`src/rtl/core/ldq_fifo.sv`:
```
`default_nettype none
module ldq_fifo #(
   parameter int WIDTH = 8,
   parameter int DEPTH = 4
) (
   input  logic             clock,
   input  logic             reset,
   input  logic             push,
   input  logic [WIDTH-1:0] wr_data,
   output logic             full,
   input  logic             pop,
   output logic [WIDTH-1:0] rd_data,
   output logic             empty
);

   localparam int AW = (DEPTH > 1) ? $clog2(DEPTH) : 1;

   logic [WIDTH-1:0] mem_ff [DEPTH];
   logic [AW-1:0]    wr_ptr_ff, rd_ptr_ff;
   logic [AW:0]      count_ff;
   logic             do_push, do_pop;

   assign full    = (count_ff == (AW+1)'(DEPTH));
   assign empty   = (count_ff == '0);
   assign do_push = push && !full;
   assign do_pop  = pop && !empty;
   assign rd_data = mem_ff[rd_ptr_ff];

   always_ff @(posedge clock) begin
      if (reset) begin
         wr_ptr_ff <= '0;
         rd_ptr_ff <= '0;
         count_ff  <= '0;
      end else begin
         if (do_push) begin
            wr_ptr_ff <= (wr_ptr_ff == AW'(DEPTH-1)) ? '0 : wr_ptr_ff + 1'b1;
         end
         if (do_pop) begin
            rd_ptr_ff <= (rd_ptr_ff == AW'(DEPTH-1)) ? '0 : rd_ptr_ff + 1'b1;
         end
         count_ff <= count_ff + (AW+1)'(do_push) - (AW+1)'(do_pop);
      end
   end

   always_ff @(posedge clock) begin
      if (do_push) begin
         mem_ff[wr_ptr_ff] <= wr_data;
      end
   end

endmodule
`default_nettype wire

```
`config.mk`:
```
export PLATFORM = sky130hd
export DESIGN_NAME = ldq_fifo
export DESIGN_NICKNAME = d
export VERILOG_FILES = /design/src/rtl/core/ldq_fifo.sv
export SDC_FILE = /design/constraint.sdc
export NUM_CORES = 1
export LEC_CHECK = 0
export BUFFER_PORTS_ARGS = -buffer_cell sky130_fd_sc_hd__buf_2
export CELL_PAD_IN_SITES_DETAIL_PLACEMENT = 0
export CELL_PAD_IN_SITES_GLOBAL_PLACEMENT = 1
export CORE_MARGIN = 5
export CORE_UTILIZATION = 47
export DETAILED_ROUTE_END_ITERATION = 8
export PLACE_DENSITY = 0.82
export SYNTH_ARGS = -nofsm -noshare
export SYNTH_HDL_FRONTEND = slang
export SYNTH_SLANG_ARGS = --single-unit
export TNS_END_PERCENT = 1
```
`constraint.sdc`:
```
create_clock -name clock -period 2.4 [get_ports clock]
set_input_delay 0.12 -clock clock [delete_from_list [all_inputs] [get_ports clock]]
set_output_delay 0.12 -clock clock [all_outputs]
set_load 0.03 [all_outputs]
```
==> summary.txt <==
Timing
  • Setup WS post-layout: 163.5 ps
  • Slew @ Worst Pin: 576.9 ps
  • Final setup vio count: 0
  • Final hold violations: 0
  • Final period utilization: 0.9319
  • Final-report max-slew violation count: 0
  • Min Tclk post-route: 2236 ps
  • Max_slew headroom: 0.6149
  • TNS Setup: 0 ps
  • Final Skew: 11.40 ps
  • Hold WS: 38.20 ps
  • RSZ-0062 raised after global routing: no
  • Peak Freq: 447.1 MHz

Yosys
  • Async SR Flop Fraction: 0
  • Mux cell area share after synthesis: 0.1161
  • Post-synth EDFFs: 32
  • Synth Area in Simple Gates: 0.05730
  • Netlist cell types: 25
  • Synth Register Bits: 41
  • Primary FF master, synth: edfxtp_1
  • Largest family of logic cells by synthesized area: multiplexers
  • Compound-Gate Fraction of Synth Area: 0.02292
  • Warnings from Yosys: 0
  • Post-Synth XOR/XNOR Area: 0.01070
  • Most frequent cell after synthesis: edfxtp_1
  • Post-synthesis adder-cell area fraction: 0.06570
  • Sequential area share after synthesis: 0.6967
  • Synth top area share: 0.5867
  • Mapped Avg Cell Area: 17.80 um2
  • Post-Synthesis Cells: 92
  • Post-synth top cells: edfxtp_1, dfxtp_1, inv_1, mux4_2, ha_1
  • Mapped Nets: 112
  • Synth area leader: edfxtp_1
  • Synth Cell Area: between 1500 and 2000 um2
  • Top cells by area, synth: edfxtp_1, dfxtp_1, mux4_2

Pwr
  • Max IR drop VDD: 0.8504 mV
  • Switching Share: 0.3111
  • Clock power share: 0.221
  • Internal power: 1325 uW
  • Pwr dens: 984.4 nW/um2
  • P_sw: 598.5 uW
  • Lkg Pwr: 0.0007434 uW
  • Sequential power share: 0.488
  • Comb power frac: 0.291

Clock network
  • Max H-tree Level: 2
  • CTS buffer count: 5
  • Clk sinks: between 40 and 50
  • Max Root-Sink Buffers: 2
  • CTS tree: done
  • Clk pin slew, worst setup/hold paths: 120 ps
  • Root buffer cell: clkbuf_4
  • Clk_lat worst skew: 340 ps

Final layout
  • Register Area: 1141 um2
  • Diode count: 0
  • Final net count: 147
  • Fin area: just under 2000 um2
  • Fillcell total: 288
  • Share of cells above drive strength 1: 0.3203
  • Area of the multi-input gates: 446.7 um2
  • Layout area overhead: 19.33%

Floorplan
  • Chip Height: 69.03 um
  • Die footprint: 4765 um2
  • Starting density of the core: 0.4870
  • Die W: 69.03 um
  • I/O pins: 22
  • FP Rows: 21
  • Core area: 3363 um2

Global routing
  • Largest net degree at the start of global routing: 14
  • First-pass GRT wire length: 4229 um
  • Initial antenna violation count: 0
  • Total gr overflow: 0
  • Total GRT Usage: 0.1205
  • Number of global-route vias before repair: 843

Drt
  • Detailed Routing Iterations Pass 1: 4
  • DRC Markers: 0
  • Post-DR vias/cell: between 4 and 5
  • DR WL/cell: 14.86 um
  • 1st-iter DRT viols: 26
  • Antenna Nets Post-Route: 0
  • Via count: 864
  • Post-Route WL: 2586 um

Worst setup path
  • Critical path, cell by cell: or3b_1, and2_4, inv_1, ha_1, inv_1, ha_1, fa_1, xnor2_1, xnor2_1, nor2_1
  • CP bufs+invs: 2
  • Worst setup path startpoint: count_ff[2]$_SDFF_PP0_
  • Setup CP Type: register to register
  • Critical Path End Type: register
  • CP Data Arrival Time: about 2500 ps
  • Setup crit start kind: register
  • Slowest stage delay, CP: 400 ps
  • Crit-path slowest cell: dfxtp_1
  • CP max FO: 4
  • Worst Path Required: ~2600 ps
  • Reg2reg start: count_ff[2]$_SDFF_PP0_
  • Top delay family on crit path: adder cells

Hold path
  • Hold Path Class: input pin to register
  • Min-delay src: reset

Run
  • Max Cap Violations: 0

Placement
  • GPL Wtd Cong: 0.8049
  • Area after DPL: 1795 um2
  • DP Worst Slack: ~180 ps
  • Number of I/O port buffers: 21
  • Post-DP HPWL: approximately 1800 um

Outcome
  • Outcome: complete, no violations
[worst register-to-register path, stage by stage (launching register included)]
cell	delay, ps
dfxtp_1	400
or3b_1	390
and2_4	180
inv_1	50
ha_1	120
inv_1	40
ha_1	180
fa_1	380
xnor2_1	170
xnor2_1	150
nor2_1	60
[layer usage]
metal  global-route usage  share of wire  up-vias  wire length (um)
met3              0.05087          0.064        4               166
met2               0.1949           0.54       30              1391
met5                    0              0        -                 0
met4              0.05206          0.019        0                50
li1                     -              -      419                 -
met1               0.1397           0.38      411               978
[worst paths after layout]
path	to	slack (ps)	cells after the start
max	count_ff[2]$_SDFF_PP0_	160	10
min	wr_ptr_ff[1]$_SDFFE_PP0P_	40	2
max reg2reg	count_ff[2]$_SDFF_PP0_	160	10
min reg2reg	rd_ptr_ff[0]$_SDFFE_PP0N_	520	2
[cell families after synthesis]
family          Yosys count
compound gates            5
simple gates             16
mux                       9
xor+xnor                  2
flops                    41
fa+ha+maj                 8
buf+inv                  11
[registers in the layout (all words and copies together) (netlist names), named ones only]
register	flops
mem_ff	32
wr_ptr_ff	2
rd_ptr_ff	2
count_ff	3
[cells in the final DEF, fill, tap and decap left out, types with 2 or more instances in the layout]
cell type,count
buf_4,2
nor2b_1,2
inv_1,8
xnor2_1,2
a21oi_1,2
dlygate4sd3_1,8
nor3_1,2
buf_2,21
nor2_1,2
ha_1,7
edfxtp_1,32
mux4_2,8
nand3_1,2
clkbuf_4,5
and3_1,3
dfxtp_1,9
[final cells by class]
class	instances	share of cell area
clock inverters	3	0.02113
flip-flops and latches	41	0.5839
repair buffers	31	0.1024
clock buffers	5	0.01921
inverters	8	0.01536
multi-input cells	40	0.2286
well taps	46	0.02945
[stage by stage]
step	util	power (uW)	std cells
after global routing	0.5811	2043	174
after global placement	0.5339	1501	158
after detailed placement	0.5339	1516	158
after CTS	0.5811	1951	174
after floorplan	-	1368	92
final	0.5811	1924	174
[timing repair]
action                                 4_1_cts  5_1_grt
hold buffers                                 8        0
gates resized for setup                      0        0
endpoints found under the hold margin       32        0
buffers inserted                             0        0
[power by group through the flow]
stage / Sequential, uW / Clock (uW) / Combinational, uW
floorplan: 912 / 0 / 457
global placement: 952 / 0 / 549
detailed placement: 959 / 0 / 558
CTS: 942 / 439 / 570
global route: 956 / 481 / 606
finish: 939 / 425 / 560
Power figures use the tool's default switching activity.
