**src/rtl/core/ldq_pkg.sv**
```systemverilog
`default_nettype none
package ldq_pkg;

   localparam int DirW  = 16;
   localparam int QuatW = 16;
   localparam int MW    = 34;   // matrix, trace, radicand and difference terms, q.28
   localparam int RemW  = 62;   // square root radicand rad << 28
   localparam int RootW = 31;   // square root result
   localparam int NumW  = 48;   // divider numerator |d| << 14 + s
   localparam int DivW  = 32;   // divisor 2*s
   localparam int QW    = 18;   // quotient bits kept below the overflow flag
   localparam int DiagW = 17;

   localparam logic signed [MW-1:0] OneQ28   = 34'sd268435456;
   localparam logic [QuatW-1:0]     QuatOne  = 16'h4000;
   localparam logic [QuatW-1:0]     QuatMax  = 16'h7fff;
   localparam logic [QuatW-1:0]     QuatMin  = 16'h8000;

   typedef enum logic [1:0] {
      BR_W,
      BR_X,
      BR_Y,
      BR_Z
   } branch_type;

   // classified request handed from front to back
   typedef struct packed {
      branch_type            branch;
      logic                  degen;
      logic signed [MW-1:0]  rad;
      logic [2:0][MW-1:0]    d;
   } cls_type;

   typedef struct packed {
      logic [QuatW-1:0] quat_w;
      logic [QuatW-1:0] quat_x;
      logic [QuatW-1:0] quat_y;
      logic [QuatW-1:0] quat_z;
   } res_type;

endpackage
`default_nettype wire

```
**src/rtl/core/ldq_front.sv**
```systemverilog
`default_nettype none
module ldq_front import ldq_pkg::*; (
   input  logic                   clock,
   input  logic                   reset,
   input  logic                   push,
   input  logic signed [DirW-1:0] dir_x,
   input  logic signed [DirW-1:0] dir_y,
   input  logic signed [DirW-1:0] dir_z,
   output logic                   full,
   output logic                   q_push,
   output cls_type                q_data,
   input  logic                   q_full
);

   logic                   en;
   logic                   a_vld_ff, b_vld_ff;
   logic signed [DirW-1:0] x_ff, y_ff, z_ff;
   logic signed [31:0]     xy_ff, xx_ff, zz_ff, yz_ff;
   cls_type                b_ff, b_in;

   logic signed [MW-1:0] xs, ys, zs;
   logic signed [MW-1:0] m00, m01, m02, m10, m11, m12, m20, m21, m22;
   logic signed [MW-1:0] tr, rad_x, rad_y, rad_z, rad_sel;
   logic                 sel_x, sel_y;

   assign en     = !(b_vld_ff && q_full);
   assign full   = !en;
   assign q_push = b_vld_ff && !q_full;
   assign q_data = b_ff;

   always_ff @(posedge clock) begin
      if (reset) begin
         a_vld_ff <= 1'b0;
         b_vld_ff <= 1'b0;
      end else if (en) begin
         a_vld_ff <= push;
         b_vld_ff <= a_vld_ff;
      end
   end

   always_ff @(posedge clock) begin
      if (en) begin
         x_ff  <= dir_x;
         y_ff  <= dir_y;
         z_ff  <= dir_z;
         xy_ff <= 32'(dir_x) * 32'(dir_y);
         xx_ff <= 32'(dir_x) * 32'(dir_x);
         zz_ff <= 32'(dir_z) * 32'(dir_z);
         yz_ff <= 32'(dir_y) * 32'(dir_z);
         b_ff  <= b_in;
      end
   end

   always_comb begin
      xs  = $signed({{(MW-DirW){x_ff[DirW-1]}}, x_ff}) <<< 14;
      ys  = $signed({{(MW-DirW){y_ff[DirW-1]}}, y_ff}) <<< 14;
      zs  = $signed({{(MW-DirW){z_ff[DirW-1]}}, z_ff}) <<< 14;
      m00 = zs;
      m01 = '0;
      m02 = -xs;
      m10 = -$signed({{(MW-32){xy_ff[31]}}, xy_ff});
      m11 = $signed({{(MW-32){xx_ff[31]}}, xx_ff}) + $signed({{(MW-32){zz_ff[31]}}, zz_ff});
      m12 = -$signed({{(MW-32){yz_ff[31]}}, yz_ff});
      m20 = xs;
      m21 = ys;
      m22 = zs;
      tr  = m00 + m11 + m22;

      sel_x = (m00 >= m11) && (m00 >= m22);
      sel_y = (m11 > m22);
      rad_x = OneQ28 + m00 - m11 - m22;
      rad_y = OneQ28 + m11 - m00 - m22;
      rad_z = OneQ28 + m22 - m00 - m11;

      b_in = '0;
      if (!tr[MW-1] && (tr != '0)) begin
         b_in.branch = BR_W;
         b_in.rad    = tr + OneQ28;
         b_in.d[0]   = m12 - m21;
         b_in.d[1]   = m20 - m02;
         b_in.d[2]   = m01 - m10;
      end else if (sel_x) begin
         b_in.branch = BR_X;
         b_in.rad    = rad_x;
         b_in.d[0]   = m12 - m21;
         b_in.d[1]   = m01 + m10;
         b_in.d[2]   = m02 + m20;
      end else if (sel_y) begin
         b_in.branch = BR_Y;
         b_in.rad    = rad_y;
         b_in.d[0]   = m20 - m02;
         b_in.d[1]   = m10 + m01;
         b_in.d[2]   = m21 + m12;
      end else begin
         b_in.branch = BR_Z;
         b_in.rad    = rad_z;
         b_in.d[0]   = m01 - m10;
         b_in.d[1]   = m20 + m02;
         b_in.d[2]   = m21 + m12;
      end
      rad_sel    = b_in.rad;
      // only the axis branches can see a radicand at or below zero
      b_in.degen = (b_in.branch != BR_W) && (rad_sel[MW-1] || (rad_sel == '0));
   end

endmodule
`default_nettype wire

```
**config.mk**
```make
export PLATFORM = sky130hd
export DESIGN_NAME = ldq_front
export DESIGN_NICKNAME = d
export VERILOG_FILES = /design/src/rtl/core/ldq_pkg.sv /design/src/rtl/core/ldq_front.sv
export SDC_FILE = /design/constraint.sdc
export NUM_CORES = 2
export LEC_CHECK = 0
export ABC_CLOCK_PERIOD_IN_PS = 17760
export BUFFER_PORTS_ARGS = -buffer_cell sky130_fd_sc_hd__buf_2
export CORE_ASPECT_RATIO = 0.5
export CORE_MARGIN = 2
export CORE_UTILIZATION = 50
export DETAILED_ROUTE_END_ITERATION = 8
export GPL_TIMING_DRIVEN = 0
export HOLD_SLACK_MARGIN = 0.05
export PLACE_DENSITY = 0.71
export SLEW_MARGIN = 30
export SYNTH_ARGS = -nofsm -noshare
export SYNTH_HDL_FRONTEND = slang
export SYNTH_SLANG_ARGS = --single-unit
```
**constraint.sdc**
```tcl
create_clock -name clock -period 17.76 [get_ports clock]
set_input_delay 3.552 -clock clock [delete_from_list [all_inputs] [get_ports clock]]
set_output_delay 3.552 -clock clock [all_outputs]
set_load 0.02 [all_outputs]
```
==> run summary <==
Status: completed
R2R cell count: 35
Min cycle time layout: 12.00 ns
Fraction of layout cells with a size suffix above 1: 5.12%
CTS sink count: 313
Async S/R FF share, synth: 0%
Hold Path Class: reg2reg
GP Congestion: 1.01
Hold Path Stages: 2
Met1 GRT Util: 43.2%
First-pass DRT Iterations: 6
Avg WL per Cell: 21.9 µm
Clock buffer depth: 3
Cell Area, Synth: 0.0615 mm²
Clock skew: 0.0417 ns
H-Tree Depth: 2
Post-Route WL: 187000 µm
Max-Slew Margin vs Limit: 24.3%
Reg2Reg Setup Slack: 6.96 ns
Critical path type: in2reg
Yosys reg bits: 313
Row cnt: 90
Worst skew pair latency: 0.64 ns
Mapped Avg Cell Area: 9.24 µm²
Worst path required time: 18.14 ns
CTS tree: built
CP Max Fanout: 10
Post-synthesis compound-gate area fraction: 9.01%
Synth Area in Simple Gates: 14.5%
Worst slack, placed: 5.43 ns
Adder-Cell Fraction of Synth Area: 44.8%
Xor/xnor share of the synthesized area: 5.95%
Post-synth EDFFs: 311
Hold Fails Final Rpt: 0
Post-Syn Instances: 6651
Gr usage total: 30.1%
Worst setup SP type: input pin
M3 GR Usage: 10.1%
Combinational family with the most area after synthesis: adder cells
Initial antenna violation count: 30
Worst slew pin tran: 1.13 ns
Area of the multi-input gates: 0.0462 mm²
Initial DRC count: 4730
Post-synth top cells: 1340 x inv_1, 1008 x fa_1, 650 x nand2_1
Max Cap Viol: 0
Dpl hpwl: 158000 µm
DP Area: 0.0647 mm²
P&R area growth vs syn: 7.20%
I/O pins: 193
PnR worst setup slack: 5.76 ns
First-pass GRT wire length: 285000 µm
Ys Warns: 0
Initial Util: 50.7%
FMAX: 0.0834 GHz
Die area: 0.126 mm²
Grt ovf: 0
Core Area: 0.121 mm²
Root Driver: clkbuf_16
Number of distinct library cells after synthesis: 100
Post-synthesis mux area share: 0.645%
Largest net degree at the start of global routing: 52
GRT busiest layer: met1
Cell accounting for the most synthesized area: fa_1
Register area: 0.00938 mm²
Endpoints failing setup: 0
Final ANT Viol Nets: 0
CTS Hold Bufs: 0
Top cell type's share of synthesized area: 32.8%
Resize count post-CTS: 0
Layout Nets: 8536
Grt met2 use: 43.0%
Setup crit end kind: flip-flop
Die Ht: 252 µm
Clk slew on worst S/H paths: 0.06 ns
Pins Over Slew Limit: 0
DRC: 0
Fin area: 0.0659 mm²
Period utilisation layout: 67.6%
Vias in the first global route: 47100
Total number of vias: 48200
PortBufs: 192
Unrepaired setup endpoints after global routing: no
CTS Buf Count: 34
Register area share after synthesis: 15.3%
Final core occ: 54.3%
Top cells by area, synth: fa_1 33%, edfxtp_1 15%, ha_1 12%
Die W: 500 µm
Arr. time, crit path: 12.37 ns
Setup Buffers After CTS: 0
Post-synth top flop: edfxtp_1
Via/cell ratio: 5.64
Most common cell in the synthesized netlist: inv_1
Syn_nets: 8302
Fillers: 10900
[worst max-delay path, cell delays in order]
cell and delay, ns:
buf_2 0.15, clkbuf_1 0.52, clkbuf_1 0.72, nand2_1 0.19, fa_1 0.57, inv_1 0.08
fa_1 0.54, inv_1 0.05, fa_1 0.49, inv_1 0.05, fa_1 0.53, inv_1 0.05
fa_1 0.47, inv_1 0.05, fa_1 0.44, ha_1 0.28, clkbuf_1 0.20, nand3_1 0.11
nor3_1 0.07, a2111oi_1 0.61, nor4_1 0.21, o31ai_1 0.49, o21ai_1 0.25, a2111oi_1 0.66
nor3_1 0.14, a2111oi_1 0.56, a21oi_1 0.15, xnor2_1 0.16
[flip-flops by register name, indices dropped and copies added, names as in the netlist]
register	count
a_vld_ff	1
b_vld_ff	1
q_data	139
x_ff	16
xx_ff	30
xy_ff	32
y_ff	16
yz_ff	32
z_ff	16
zz_ff	30
[stage by stage]
step                      hold WS, ns  cells  setup TNS, ns
after floorplan                 0.426   6651              0
after global placement          0.436   8453         -0.311
after detailed placement        0.440   8459              0
after CTS                       0.447   8521              0
after global routing            0.482   8528              0
final                           0.449   8546              0
[kinds of logic after synthesis]
logic type               Yosys count
buffers and inverters           1596
AO/OA/AOI/OAI                    860
flip-flops                       313
adder cells (fa/ha/maj)         1599
AND/OR/NAND/NOR                 1827
multiplexers                      39
XOR/XNOR                         417
[routing by layer]
| layer | routed length (µm) | up-vias | part of all wire, % |
|---|---|---|---|
| met5 | 103 | - | 0.055 |
| met4 | 6480 | 14 | 3.5 |
| met3 | 25000 | 369 | 13 |
| met2 | 77500 | 2415 | 41 |
| met1 | 78500 | 23900 | 42 |
| li1 | - | 21500 | - |
[path summary, 6_finish.rpt]
path                                start          to
worst max-delay path            dir_z[10]   zz_ff[31]
worst min-delay path             a_vld_ff    a_vld_ff
worst max register to register   zz_ff[3]  q_data[26]
worst min register to register   a_vld_ff    a_vld_ff
[placed cells by master (no fill, tap or decap), types with 56 or more instances in the layout]
master / synthesis / final
nor2b_1: 56 / 56
fa_1: 1008 / 1008
xor2_1: 127 / 124
nor2_1: 318 / 318
inv_1: 1340 / 1340
buf_2: 10 / 203
ha_1: 591 / 591
and2_1: 324 / 324
nor3_1: 103 / 103
a21o_1: 90 / 90
a21oi_1: 257 / 257
edfxtp_1: 311 / 311
nand2_1: 650 / 649
nand2b_1: 86 / 86
nand3_1: 69 / 69
xnor2_1: 289 / 280
clkbuf_1: 229 / 227
o21ai_0: 188 / 187
[cell type report]
| type | count | area share, % |
|---|---|---|
| Timing Repair Buffer | 198 | 1.71 |
| Clock buffer | 37 | 1.31 |
| Multi-Input combinational cell | 4742 | 70.1 |
| Clock inverter | 25 | 0.380 |
| Buffer | 254 | 1.48 |
| Inverter | 1342 | 7.64 |
| Antenna cell | 25 | 0.0949 |
| Sequential cell | 313 | 14.2 |
| Tap cell | 1610 | 3.06 |
Power is left out: the tool's default activity adds up to more than one toggle a clock period on the data nets, which glitch-free logic cannot reach.
